===== src/rtl/core/mfr_pkg.sv =====
// types, constants and functions of the modbus frame receiver
package mfr_pkg;

	localparam int unsigned STORE_DEPTH = 256;
	localparam int unsigned ADDR_W      = $clog2(STORE_DEPTH);
	localparam int unsigned LEN_W       = 9;
	localparam int unsigned HDR_N       = 13;
	localparam int unsigned HDR_IW      = $clog2(HDR_N);

	typedef enum logic [1:0] {
		LM_RTU   = 2'd0,
		LM_ASCII = 2'd1,
		LM_TCP   = 2'd2,
		LM_PDU   = 2'd3
	} link_mode_t;

	typedef enum logic [2:0] {
		CFG_LINK_MODE   = 3'd0,
		CFG_PARSE_REQ   = 3'd1,
		CFG_BUF_LIMIT   = 3'd2,
		CFG_CHECK_TXN   = 3'd3,
		CFG_EXPECT_TXN  = 3'd4
	} cfg_idx_t;

	typedef enum logic [2:0] {
		ERR_NONE      = 3'd0,
		ERR_SHORT     = 3'd1,
		ERR_CHECKSUM  = 3'd2,
		ERR_MBAP      = 3'd3,
		ERR_FUNCTION  = 3'd4,
		ERR_TRUNCATED = 3'd5,
		ERR_TXN       = 3'd6
	} err_t;

	typedef enum logic {
		PH_LISTEN = 1'b0,
		PH_RECV   = 1'b1
	} phase_t;

	typedef enum logic [2:0] {
		FC_NONE,
		FC_BASE,
		FC_VAR,
		FC_FULL,
		FC_CODE,
		FC_CALL
	} fc_class_t;

	localparam logic [7:0] CH_COLON = 8'h3A;
	localparam logic [7:0] CH_CR    = 8'h0D;
	localparam logic [7:0] CH_LF    = 8'h0A;
	localparam logic [15:0] CRC_INIT = 16'hFFFF;
	localparam logic [15:0] CRC_POLY = 16'hA001;

	typedef struct packed {
		logic       kind;
		logic [7:0] rx_byte;
		logic       end_of_frame;
		logic [7:0] read_index;
	} mfr_in_t;

	typedef struct packed {
		logic             result_kind;
		logic             frame_ok;
		logic [2:0]       error_cause;
		logic [7:0]       unit_address;
		logic [7:0]       function_code;
		logic [15:0]      register_address;
		logic [15:0]      register_count;
		logic [7:0]       length_or_code;
		logic [15:0]      transaction_id;
		logic [LEN_W-1:0] data_start;
		logic [LEN_W-1:0] frame_length;
		logic [7:0]       read_data;
	} mfr_out_t;

	typedef logic [HDR_N-1:0][7:0] hdr_t;

	// crc-16 (reflected 0xa001), one byte
	function automatic logic [15:0] crc_step(input logic [15:0] c, input logic [7:0] b);
		logic [15:0] r;
		r = c ^ {8'h00, b};
		for (int k = 0; k < 8; k++) begin
			r = r[0] ? ((r >> 1) ^ CRC_POLY) : (r >> 1);
		end
		return r;
	endfunction

	function automatic fc_class_t classify(input logic [7:0] f, input logic req);
		fc_class_t t;
		if (f[7]) begin
			t = FC_CODE;
		end else begin
			unique case (f)
				8'h01, 8'h02, 8'h03, 8'h04: t = req ? FC_BASE : FC_VAR;
				8'h05, 8'h06:               t = FC_BASE;
				8'h07:                      t = req ? FC_CALL : FC_CODE;
				8'h0B:                      t = req ? FC_CALL : FC_BASE;
				8'h0C, 8'h11:               t = req ? FC_CALL : FC_VAR;
				8'h0F, 8'h10:               t = req ? FC_FULL : FC_BASE;
				8'h14, 8'h15:               t = FC_VAR;
				default:                    t = FC_NONE;
			endcase
		end
		return t;
	endfunction

endpackage


===== src/rtl/core/modbus_frame_receiver.sv =====
// modbus frame receiver top level: byte intake, frame state and result register
//
//   channel | signals                         | beat taken when
//   in      | in_valid in_ready in_data       | in_valid && in_ready
//   out     | out_valid out_ready out_data    | out_valid && out_ready
//   cfg     | cfg_we cfg_index cfg_data       | cfg_we
//
// one beat per cycle while intake is not stalled: a beat goes to the input stage, and as it
// advances from there it updates the running crc/lrc and header bytes and loads the result register.
// store reads are answered from the memory read port, registered at intake.
// reset puts the block in listening with an empty frame; no clearing pass.
// a held result stalls intake only when the beat in the input stage has a result.
module modbus_frame_receiver (
	input  logic              clk,
	input  logic              arst_n,
	input  logic              in_valid,
	output logic              in_ready,
	input  mfr_pkg::mfr_in_t  in_data,
	output logic              out_valid,
	input  logic              out_ready,
	output mfr_pkg::mfr_out_t out_data,
	input  logic              cfg_we,
	input  logic [2:0]        cfg_index,
	input  logic [15:0]       cfg_data
);
	import mfr_pkg::*;

	// configuration
	logic [1:0]       link_mode_q;
	logic             parse_req_q;
	logic [LEN_W-1:0] limit_q;
	logic             check_txn_q;
	logic [15:0]      expect_txn_q;

	// input stage
	logic             valid_s1;
	mfr_in_t          data_s1;
	logic             in_range_s1;
	logic [7:0]       rdata_s1;

	// frame state
	phase_t           phase_q, phase_n;
	logic [LEN_W-1:0] len_q, len_n;
	logic             half_q, half_n;
	logic [3:0]       hi_q, hi_n;
	logic [15:0]      crc_q, crc_n;
	logic [7:0]       lrc_q, lrc_n;
	hdr_t             hdr_q, hdr_n;

	// post-put values seen by the frame checks
	logic [LEN_W-1:0] acc_len;
	logic [15:0]      acc_crc;
	logic [7:0]       acc_lrc;

	logic             put, clr, finish, hex_ok;
	logic [7:0]       put_b;
	logic [3:0]       nib;
	logic             mem_we;
	logic [7:0]       mem_wd;
	logic [LEN_W-1:0] lim;
	logic             produce, advance, accept;

	logic             out_valid_q;
	mfr_out_t         out_q, report, result;

	assign lim = (limit_q > LEN_W'(STORE_DEPTH)) ? LEN_W'(STORE_DEPTH) : limit_q;

	always_comb begin
		hex_ok = 1'b1;
		nib    = 4'h0;
		if (data_s1.rx_byte >= 8'h30 && data_s1.rx_byte <= 8'h39) begin
			nib = 4'(data_s1.rx_byte - 8'h30);
		end else if (data_s1.rx_byte >= 8'h41 && data_s1.rx_byte <= 8'h46) begin
			nib = 4'(data_s1.rx_byte - 8'h37);
		end else if (data_s1.rx_byte >= 8'h61 && data_s1.rx_byte <= 8'h66) begin
			nib = 4'(data_s1.rx_byte - 8'h57);
		end else begin
			hex_ok = 1'b0;
		end
	end

	// next frame state
	always_comb begin
		phase_n = phase_q;
		half_n  = half_q;
		hi_n    = hi_q;
		hdr_n   = hdr_q;
		put     = 1'b0;
		put_b   = data_s1.rx_byte;
		clr     = 1'b0;
		finish  = 1'b0;
		mem_we  = 1'b0;
		mem_wd  = data_s1.rx_byte;
		acc_len = len_q;
		acc_crc = crc_q;
		acc_lrc = lrc_q;

		if (valid_s1 && !data_s1.kind) begin
			if (link_mode_t'(link_mode_q) != LM_ASCII) begin
				put    = (len_q < lim);
				finish = data_s1.end_of_frame;
			end else if (data_s1.rx_byte == CH_COLON) begin
				clr     = 1'b1;
				phase_n = PH_RECV;
			end else if (phase_q == PH_RECV) begin
				if (data_s1.rx_byte == CH_CR || data_s1.rx_byte == CH_LF) begin
					finish = (data_s1.rx_byte == CH_LF) || data_s1.end_of_frame;
				end else if (len_q >= lim || !hex_ok) begin
					clr     = 1'b1;
					phase_n = PH_LISTEN;
				end else if (half_q) begin
					put    = 1'b1;
					put_b  = {hi_q, nib};
					half_n = 1'b0;
				end else begin
					// first nibble lands in the store as the high half
					mem_we = 1'b1;
					mem_wd = {nib, 4'h0};
					hi_n   = nib;
					half_n = 1'b1;
				end
			end
		end

		if (put) begin
			mem_we  = 1'b1;
			mem_wd  = put_b;
			acc_len = len_q + LEN_W'(1);
			acc_crc = crc_step(crc_q, put_b);
			acc_lrc = lrc_q + put_b;
			if (len_q < LEN_W'(HDR_N)) begin
				hdr_n[HDR_IW'(len_q)] = put_b;
			end
		end

		if (valid_s1 && !data_s1.kind) begin
			if (link_mode_t'(link_mode_q) != LM_ASCII) begin
				if (acc_len != '0) begin
					phase_n = PH_RECV;
				end
			end else if (phase_q == PH_RECV && data_s1.rx_byte != CH_COLON
					&& data_s1.rx_byte != CH_CR && data_s1.rx_byte != CH_LF
					&& !clr && data_s1.end_of_frame && acc_len != '0) begin
				finish = 1'b1;
			end
		end

		len_n = acc_len;
		crc_n = acc_crc;
		lrc_n = acc_lrc;
		if (finish || clr) begin
			len_n  = '0;
			half_n = 1'b0;
			crc_n  = CRC_INIT;
			lrc_n  = 8'h00;
		end
		if (finish) begin
			phase_n = PH_LISTEN;
		end
	end

	mfr_report u_report (
		.link_mode            (link_mode_q),
		.parse_as_request     (parse_req_q),
		.check_transaction    (check_txn_q),
		.expected_transaction (expect_txn_q),
		.len                  (acc_len),
		.crc                  (acc_crc),
		.lrc                  (acc_lrc),
		.hdr                  (hdr_n),
		.report               (report)
	);

	// result of the beat in the input stage
	always_comb begin
		result = report;
		if (data_s1.kind) begin
			result             = '0;
			result.result_kind = 1'b1;
			result.read_data   = in_range_s1 ? rdata_s1 : 8'h00;
		end
	end

	assign produce  = valid_s1 && (data_s1.kind || finish);
	assign advance  = valid_s1 && (!produce || !out_valid_q || out_ready);
	assign in_ready = !valid_s1 || advance;
	assign accept   = in_valid && in_ready;

	mfr_store u_store (
		.clk      (clk),
		.we       (advance && mem_we),
		.waddr    (ADDR_W'(len_q)),
		.wdata    (mem_wd),
		.re       (accept),
		.raddr    (ADDR_W'(in_data.read_index)),
		.rdata_s1 (rdata_s1)
	);

	always_ff @(posedge clk or negedge arst_n) begin
		if (!arst_n) begin
			link_mode_q  <= LM_RTU;
			parse_req_q  <= 1'b1;
			limit_q      <= LEN_W'(256);
			check_txn_q  <= 1'b0;
			expect_txn_q <= 16'h0000;
		end else if (cfg_we) begin
			unique case (cfg_idx_t'(cfg_index))
				CFG_LINK_MODE:  link_mode_q  <= cfg_data[1:0];
				CFG_PARSE_REQ:  parse_req_q  <= cfg_data[0];
				CFG_BUF_LIMIT:  limit_q      <= cfg_data[LEN_W-1:0];
				CFG_CHECK_TXN:  check_txn_q  <= cfg_data[0];
				CFG_EXPECT_TXN: expect_txn_q <= cfg_data;
				default: ;
			endcase
		end
	end

	always_ff @(posedge clk or negedge arst_n) begin
		if (!arst_n) begin
			valid_s1 <= 1'b0;
		end else if (in_ready) begin
			valid_s1 <= in_valid;
		end
	end

	always_ff @(posedge clk) begin
		if (accept) begin
			data_s1     <= in_data;
			in_range_s1 <= (32'(in_data.read_index) < STORE_DEPTH);
		end
	end

	always_ff @(posedge clk or negedge arst_n) begin
		if (!arst_n) begin
			phase_q <= PH_LISTEN;
			len_q   <= '0;
			half_q  <= 1'b0;
			hi_q    <= 4'h0;
			crc_q   <= CRC_INIT;
			lrc_q   <= 8'h00;
		end else if (advance) begin
			phase_q <= phase_n;
			len_q   <= len_n;
			half_q  <= half_n;
			hi_q    <= hi_n;
			crc_q   <= crc_n;
			lrc_q   <= lrc_n;
		end
	end

	// header bytes are only read below the frame length, no reset needed
	always_ff @(posedge clk) begin
		if (advance) begin
			hdr_q <= hdr_n;
		end
	end

	always_ff @(posedge clk or negedge arst_n) begin
		if (!arst_n) begin
			out_valid_q <= 1'b0;
		end else if (advance && produce) begin
			out_valid_q <= 1'b1;
		end else if (out_ready) begin
			out_valid_q <= 1'b0;
		end
	end

	always_ff @(posedge clk) begin
		if (advance && produce) begin
			out_q <= result;
		end
	end

	assign out_valid = out_valid_q;
	assign out_data  = out_q;

endmodule


===== src/rtl/core/mfr_store.sv =====
// frame store memory with one write and one registered read port
module mfr_store (
	input  logic                      clk,
	input  logic                      we,
	input  logic [mfr_pkg::ADDR_W-1:0] waddr,
	input  logic [7:0]                wdata,
	input  logic                      re,
	input  logic [mfr_pkg::ADDR_W-1:0] raddr,
	output logic [7:0]                rdata_s1
);
	import mfr_pkg::*;

	logic [7:0] mem [STORE_DEPTH];

	always_ff @(posedge clk) begin
		if (we) begin
			mem[waddr] <= wdata;
		end
	end

	// a write landing at the same edge wins over the old entry
	always_ff @(posedge clk) begin
		if (re) begin
			rdata_s1 <= (we && (waddr == raddr)) ? wdata : mem[raddr];
		end
	end

endmodule


===== src/rtl/core/mfr_report.sv =====
// frame end checks and header field extraction
module mfr_report (
	input  logic [1:0]               link_mode,
	input  logic                     parse_as_request,
	input  logic                     check_transaction,
	input  logic [15:0]              expected_transaction,
	input  logic [mfr_pkg::LEN_W-1:0] len,
	input  logic [15:0]              crc,
	input  logic [7:0]               lrc,
	input  mfr_pkg::hdr_t            hdr,
	output mfr_pkg::mfr_out_t        report
);
	import mfr_pkg::*;

	logic [7:0]       w [6];
	logic [15:0]      decl;
	logic [16:0]      blen;
	logic [LEN_W-1:0] base;
	err_t             err;
	fc_class_t        t;
	logic             off5;

	// payload window starting at the function byte
	always_comb begin
		for (int k = 0; k < 6; k++) begin
			unique case (link_mode_t'(link_mode))
				LM_TCP:  w[k] = hdr[7 + k];
				LM_PDU:  w[k] = hdr[k];
				default: w[k] = hdr[1 + k];
			endcase
		end
	end

	assign decl = {hdr[4], hdr[5]};

	always_comb begin
		report              = '0;
		report.frame_length = len;
		err                 = ERR_NONE;
		blen                = '0;
		base                = '0;
		t                   = FC_NONE;
		off5                = 1'b0;
		unique case (link_mode_t'(link_mode))
			LM_RTU: begin
				base = LEN_W'(1);
				if (len < LEN_W'(4)) begin
					err = ERR_SHORT;
				end else if (crc != 16'h0000) begin
					err = ERR_CHECKSUM;
				end else begin
					report.unit_address = hdr[0];
					blen = 17'(len) - 17'd3;
				end
			end
			LM_ASCII: begin
				base = LEN_W'(1);
				if (len < LEN_W'(3)) begin
					err = ERR_SHORT;
				end else if (lrc != 8'h00) begin
					err = ERR_CHECKSUM;
				end else begin
					report.unit_address = hdr[0];
					blen = 17'(len) - 17'd2;
				end
			end
			LM_TCP: begin
				base = LEN_W'(7);
				if (len < LEN_W'(8)) begin
					err = ERR_SHORT;
				end else if (decl < 16'd2 || 17'(len) < (17'd6 + 17'(decl))
						|| {hdr[2], hdr[3]} != 16'h0000) begin
					err = ERR_MBAP;
				end else begin
					report.transaction_id = {hdr[0], hdr[1]};
					report.unit_address   = hdr[6];
					blen = 17'(decl) - 17'd1;
				end
			end
			LM_PDU: begin
				if (len == '0) begin
					err = ERR_SHORT;
				end else begin
					blen = 17'(len);
				end
			end
			default: err = ERR_SHORT;
		endcase

		if (err == ERR_NONE) begin
			report.function_code = w[0];
			t = classify(w[0], parse_as_request);
			if (t == FC_NONE) begin
				err = ERR_FUNCTION;
			end
			if (err == ERR_NONE && (t == FC_BASE || t == FC_FULL)) begin
				if (blen < 17'd5) begin
					err = ERR_TRUNCATED;
				end else begin
					report.register_address = {w[1], w[2]};
					report.register_count   = {w[3], w[4]};
					off5 = 1'b1;
				end
			end
			if (err == ERR_NONE && (t == FC_VAR || t == FC_FULL)) begin
				if (blen < (off5 ? 17'd6 : 17'd2)) begin
					err = ERR_TRUNCATED;
				end else begin
					report.length_or_code = off5 ? w[5] : w[1];
					report.data_start     = base + (off5 ? LEN_W'(6) : LEN_W'(2));
				end
			end
			if (err == ERR_NONE && t == FC_CODE) begin
				if (blen < 17'd2) begin
					err = ERR_TRUNCATED;
				end else begin
					report.length_or_code = w[1];
				end
			end
			if (err == ERR_NONE && link_mode_t'(link_mode) == LM_TCP && check_transaction
					&& report.transaction_id != expected_transaction) begin
				err = ERR_TXN;
			end
		end
		report.frame_ok    = (err == ERR_NONE);
		report.error_cause = err;
	end

endmodule


===== config.mk =====
export PLATFORM = sky130hd
export DESIGN_NAME = modbus_frame_receiver
export DESIGN_NICKNAME = d
export VERILOG_FILES = /design/src/rtl/core/mfr_pkg.sv /design/src/rtl/core/modbus_frame_receiver.sv /design/src/rtl/core/mfr_store.sv /design/src/rtl/core/mfr_report.sv
export SDC_FILE = /design/constraint.sdc
export NUM_CORES = 2
export LEC_CHECK = 0
export ABC_CLOCK_PERIOD_IN_PS = 21200
export BUFFER_PORTS_ARGS = -buffer_cell sky130_fd_sc_hd__buf_2
export CAP_MARGIN = 0
export CELL_PAD_IN_SITES_DETAIL_PLACEMENT = 1
export CELL_PAD_IN_SITES_GLOBAL_PLACEMENT = 1
export CORE_ASPECT_RATIO = 1.5
export CORE_MARGIN = 2
export CORE_UTILIZATION = 25
export DETAILED_ROUTE_END_ITERATION = 8
export GPL_TIMING_DRIVEN = 1
export HOLD_SLACK_MARGIN = 0.08
export PLACE_DENSITY = 0.45
export SLEW_MARGIN = 0
export SYNTH_ARGS = -nofsm -noshare
export SYNTH_HDL_FRONTEND = slang
export SYNTH_SLANG_ARGS = --single-unit

===== constraint.sdc =====
create_clock -name clk -period 21.2 [get_ports clk]
set_clock_uncertainty 0.1 [all_clocks]
set_input_delay 4.24 -clock clk [delete_from_list [all_inputs] [get_ports clk]]
set_output_delay 4.24 -clock clk [all_outputs]
set_load 0.01 [all_outputs]

==> results.yml <==
clock_tree:
  clock_sinks: 2338
  cts_tree: "done"
  cts.hold.buffers_added: 0
  clk_latency_ns: 0.94
  cts_setup_buffers: 0
  root_buffer: "clkbuf_16"
  htree_levels: 4
  cts_buffers: 237
  clk_pin_slew_ns: 0.07
  cts.repair.resized: 0
  cts_max_path_buffers: 4
grt:
  antenna_found_initial: 18
  grt_pass1_vias: 53800
  grt_util_all_layers_pct: 15.8
  globalRoute.totalOverflow: 0
  grt_pass1_wl_um: 441000
  grt_max_degree: 224
layout:
  fin_util_pct: 28.8
  nNetsFinal: 5289
  syn_to_final_growth_pct: 14.9
  final_layout_size_suffix_gt1_share_pct: 27.1
  final_area_um2: 111000
worst_hold_path:
  hp-start: "crc_q[12]"
  worstHoldPathCells: 2
  hold_class: "reg -> reg"
  whs_endpoint: "crc_q[12]"
worst_setup_path:
  startpoint: "data_s1[9]"
  path_max_fanout: 46
  cp_num_buf_inv: 4
  crit_slowest_cell: "edfxtp_1"
  start_kind: "register"
  r2r_end: "out_data[43]"
  end_kind: "primary output"
  cpPeakStageDelay_ns: 0.75
  critical_path_class: "reg -> out"
  crit_cells: 15
  worstPathCellList: "inv_1 -> ha_1 -> mux2_2 -> a31oi_1 -> o211a_1 -> a21o_2 -> buf_4 -> nand4_1 -> a21oi_2 -> nand4_1 -> a41oi_1 -> inv_1 -> o21ai_0 -> or3_1 -> buf_2"
  r2r_cells: 32
  arrival_ns: 7.13
  reg2reg_from: "data_s1[9]"
  crit_family: "compound AO/OA/AOI/OAI gates"
  rrSetupSlack_ns: 10.50
  required_ns: 16.86
synthesis:
  yosys_warnings: 0
  ys_seq_area_share_pct: 72.4
  synth-main-ff-cell: "edfxtp_1"
  netlist_instances: 4985
  synth.top_cell.area_share_pct: 70.6
  synth.cell_area_um2: 96500
  synth_top_area_cell: "edfxtp_1"
  synth_edf_count: 2268
  ys_ff_latch: 2338
  synth_most_common_cell: "edfxtp_1"
  synth.distinct_cells: 117
  avgSynthCellArea_um2: 19.4
  yosys-top-cells-area: "edfxtp_1, mux4_2, nor2_1, dfrtp_1, nand2_1"
  ys_async_sr_fraction_pct: 2.99
  synth_common_cells: "edfxtp_1, mux4_2, nor2_1"
drt:
  wire_per_inst_um: 29.9
  drcViolationCount: 0
  totalWireLength_um: 313000
  viasPerCell: 4.70
  ant_nets: 0
  vias: 49200
  drtIter0Drc: 3686
  dr.pass1.iters: 6
place:
  dpl_cell_area_um2: 104000
  place_congestion: 0.819
  dp_hpwl_um: 206000
  post-place-ws_ns: 10.29
  io_buffers: 141
die:
  dieArea_um2: 391000
  core-area_um2: 385000
  io_pins: 147
  die_h_um: 765
  die_width_um: 511
  num_rows: 279
  start_util_pct: 25.1
sta:
  max_freq_mhz: 87.2
  period_needed_ns: 11.47
  slew_headroom_pct: 9.86
  finalHoldViolCount: 0
  final_max_slew_viol_count: 0
  timing.final.ws_setup_ns: 9.73
  tightest_slew_ns: 1.34
  setup_violations: 0
  post-route-period-util_pct: 54.1
  rsz0062_at_grt: "no"
  holdWs_ns: 0.418
  setup_tns_ns: 0
power_and_ir_drop:
  powerDensity_nw_per_um2: 96.5
  p_leak_nw: 34.4
  ir_drop_mv: 0.0617
outcome:
  status: "finished, final reports clean"
run:
  drv_cap: 0
## stage by stage
step	total power, mW	instances
after floorplan	6.31	4989
after global placement	6.77	10000
after detailed placement	6.79	10000
after CTS	10.9	10400
after global routing	11.1	10400
final	10.7	10500
## layout by cell type, fill, tap and decap left out, types with 24 or more instances in the layout
cell | synthesis | routed
nand4_1 | 31 | 31
a21oi_1 | 79 | 76
edfxtp_1 | 2268 | 2268
nor2b_1 | 24 | 24
o21ai_0 | 146 | 140
xnor2_1 | 36 | 36
clkbuf_16 | 0 | 238
nand2_1 | 202 | 202
buf_4 | 8 | 128
mux2_2 | 54 | 54
inv_1 | 52 | 50
a31oi_1 | 29 | 28
mux2i_1 | 34 | 34
buf_2 | 20 | 136
and2_1 | 35 | 35
dfrtp_1 | 52 | 50
mux4_2 | 680 | 680
clkinv_1 | 1 | 59
nor2_1 | 410 | 408
nor3_1 | 31 | 29
clkinv_2 | 0 | 39
ha_1 | 38 | 38
clkbuf_1 | 185 | 50
nand3_1 | 64 | 48
## power by group
part	switching, mW	total [mW]	internal (mW)	leakage (nW)
Sequential	0.0859	5.36	5.28	21.4
Clock	1.82	4.03	2.20	3.48
Combinational	0.886	1.31	0.422	9.49
## worst register-to-register path, delay by kind of cell, from the launching register on
kind            cells  cell delay [ns]
flops               1             0.75
simple gates       12             2.73
fa+ha+maj           4             1.59
xor+xnor            1             0.15
compound gates     12             4.35
buf+inv             3             0.89
## sequential cells by signal, summed over array words and instances, names as in the netlist, 9 cells and up
signal,count
u_store.mem,2048
expect_txn_q,16
limit_q,9
data_s1,10
hdr_q,104
out_data,98
crc_q,16
len_q,9
## logic make-up (layout without fill, tap and decap cells)
| family | count (synthesis) | count (layout) | synth area share (%) |
|---|---|---|---|
| other | 1 | 11 | 0.00389 |
| muxes | 768 | 768 | 16.8 |
| xor gates and xnor gates | 64 | 64 | 0.661 |
| DFF | 2338 | 2338 | 72.4 |
| AOI/OAI and AO/OA | 488 | 488 | 3.57 |
| and+or+nand+nor | 934 | 934 | 4.55 |
| adders and majority gates | 39 | 39 | 0.513 |
| buffers and inverters | 353 | 752 | 1.46 |
## layer usage
metal,routed length (um),share of wire (%),up-vias,global-route usage (%)
met5,50,0.016,-,0
met4,10500,3.4,8,5.06
met3,10300,3.3,416,1.89
met2,173000,55,1014,30.4
met1,119000,38,26800,18.0
li1,-,-,20900,-
## cell type report
cell class	count	area, um2
Sequential cell	2338	69900
Timing Repair Buffer	274	1820
Antenna cell	6	15.0
Multi-Input combinational cell	2298	25500
Clock buffer	288	6140
Fill cell	39400	274000
Clock inverter	131	985
Tap cell	5058	6330
Inverter	59	226
## worst max-delay path by stage
stage | to | slack, ns
detailed placement | u_store.rdata_s1[1] | 10.29
finish | in_ready | 9.73
global route | in_ready | 9.28
CTS | in_ready | 9.68
floorplan | u_store.mem[0][5] | 5.96
global placement | u_store.rdata_s1[1] | 10.31
No activity file was read; power rests on OpenSTA's default activity.
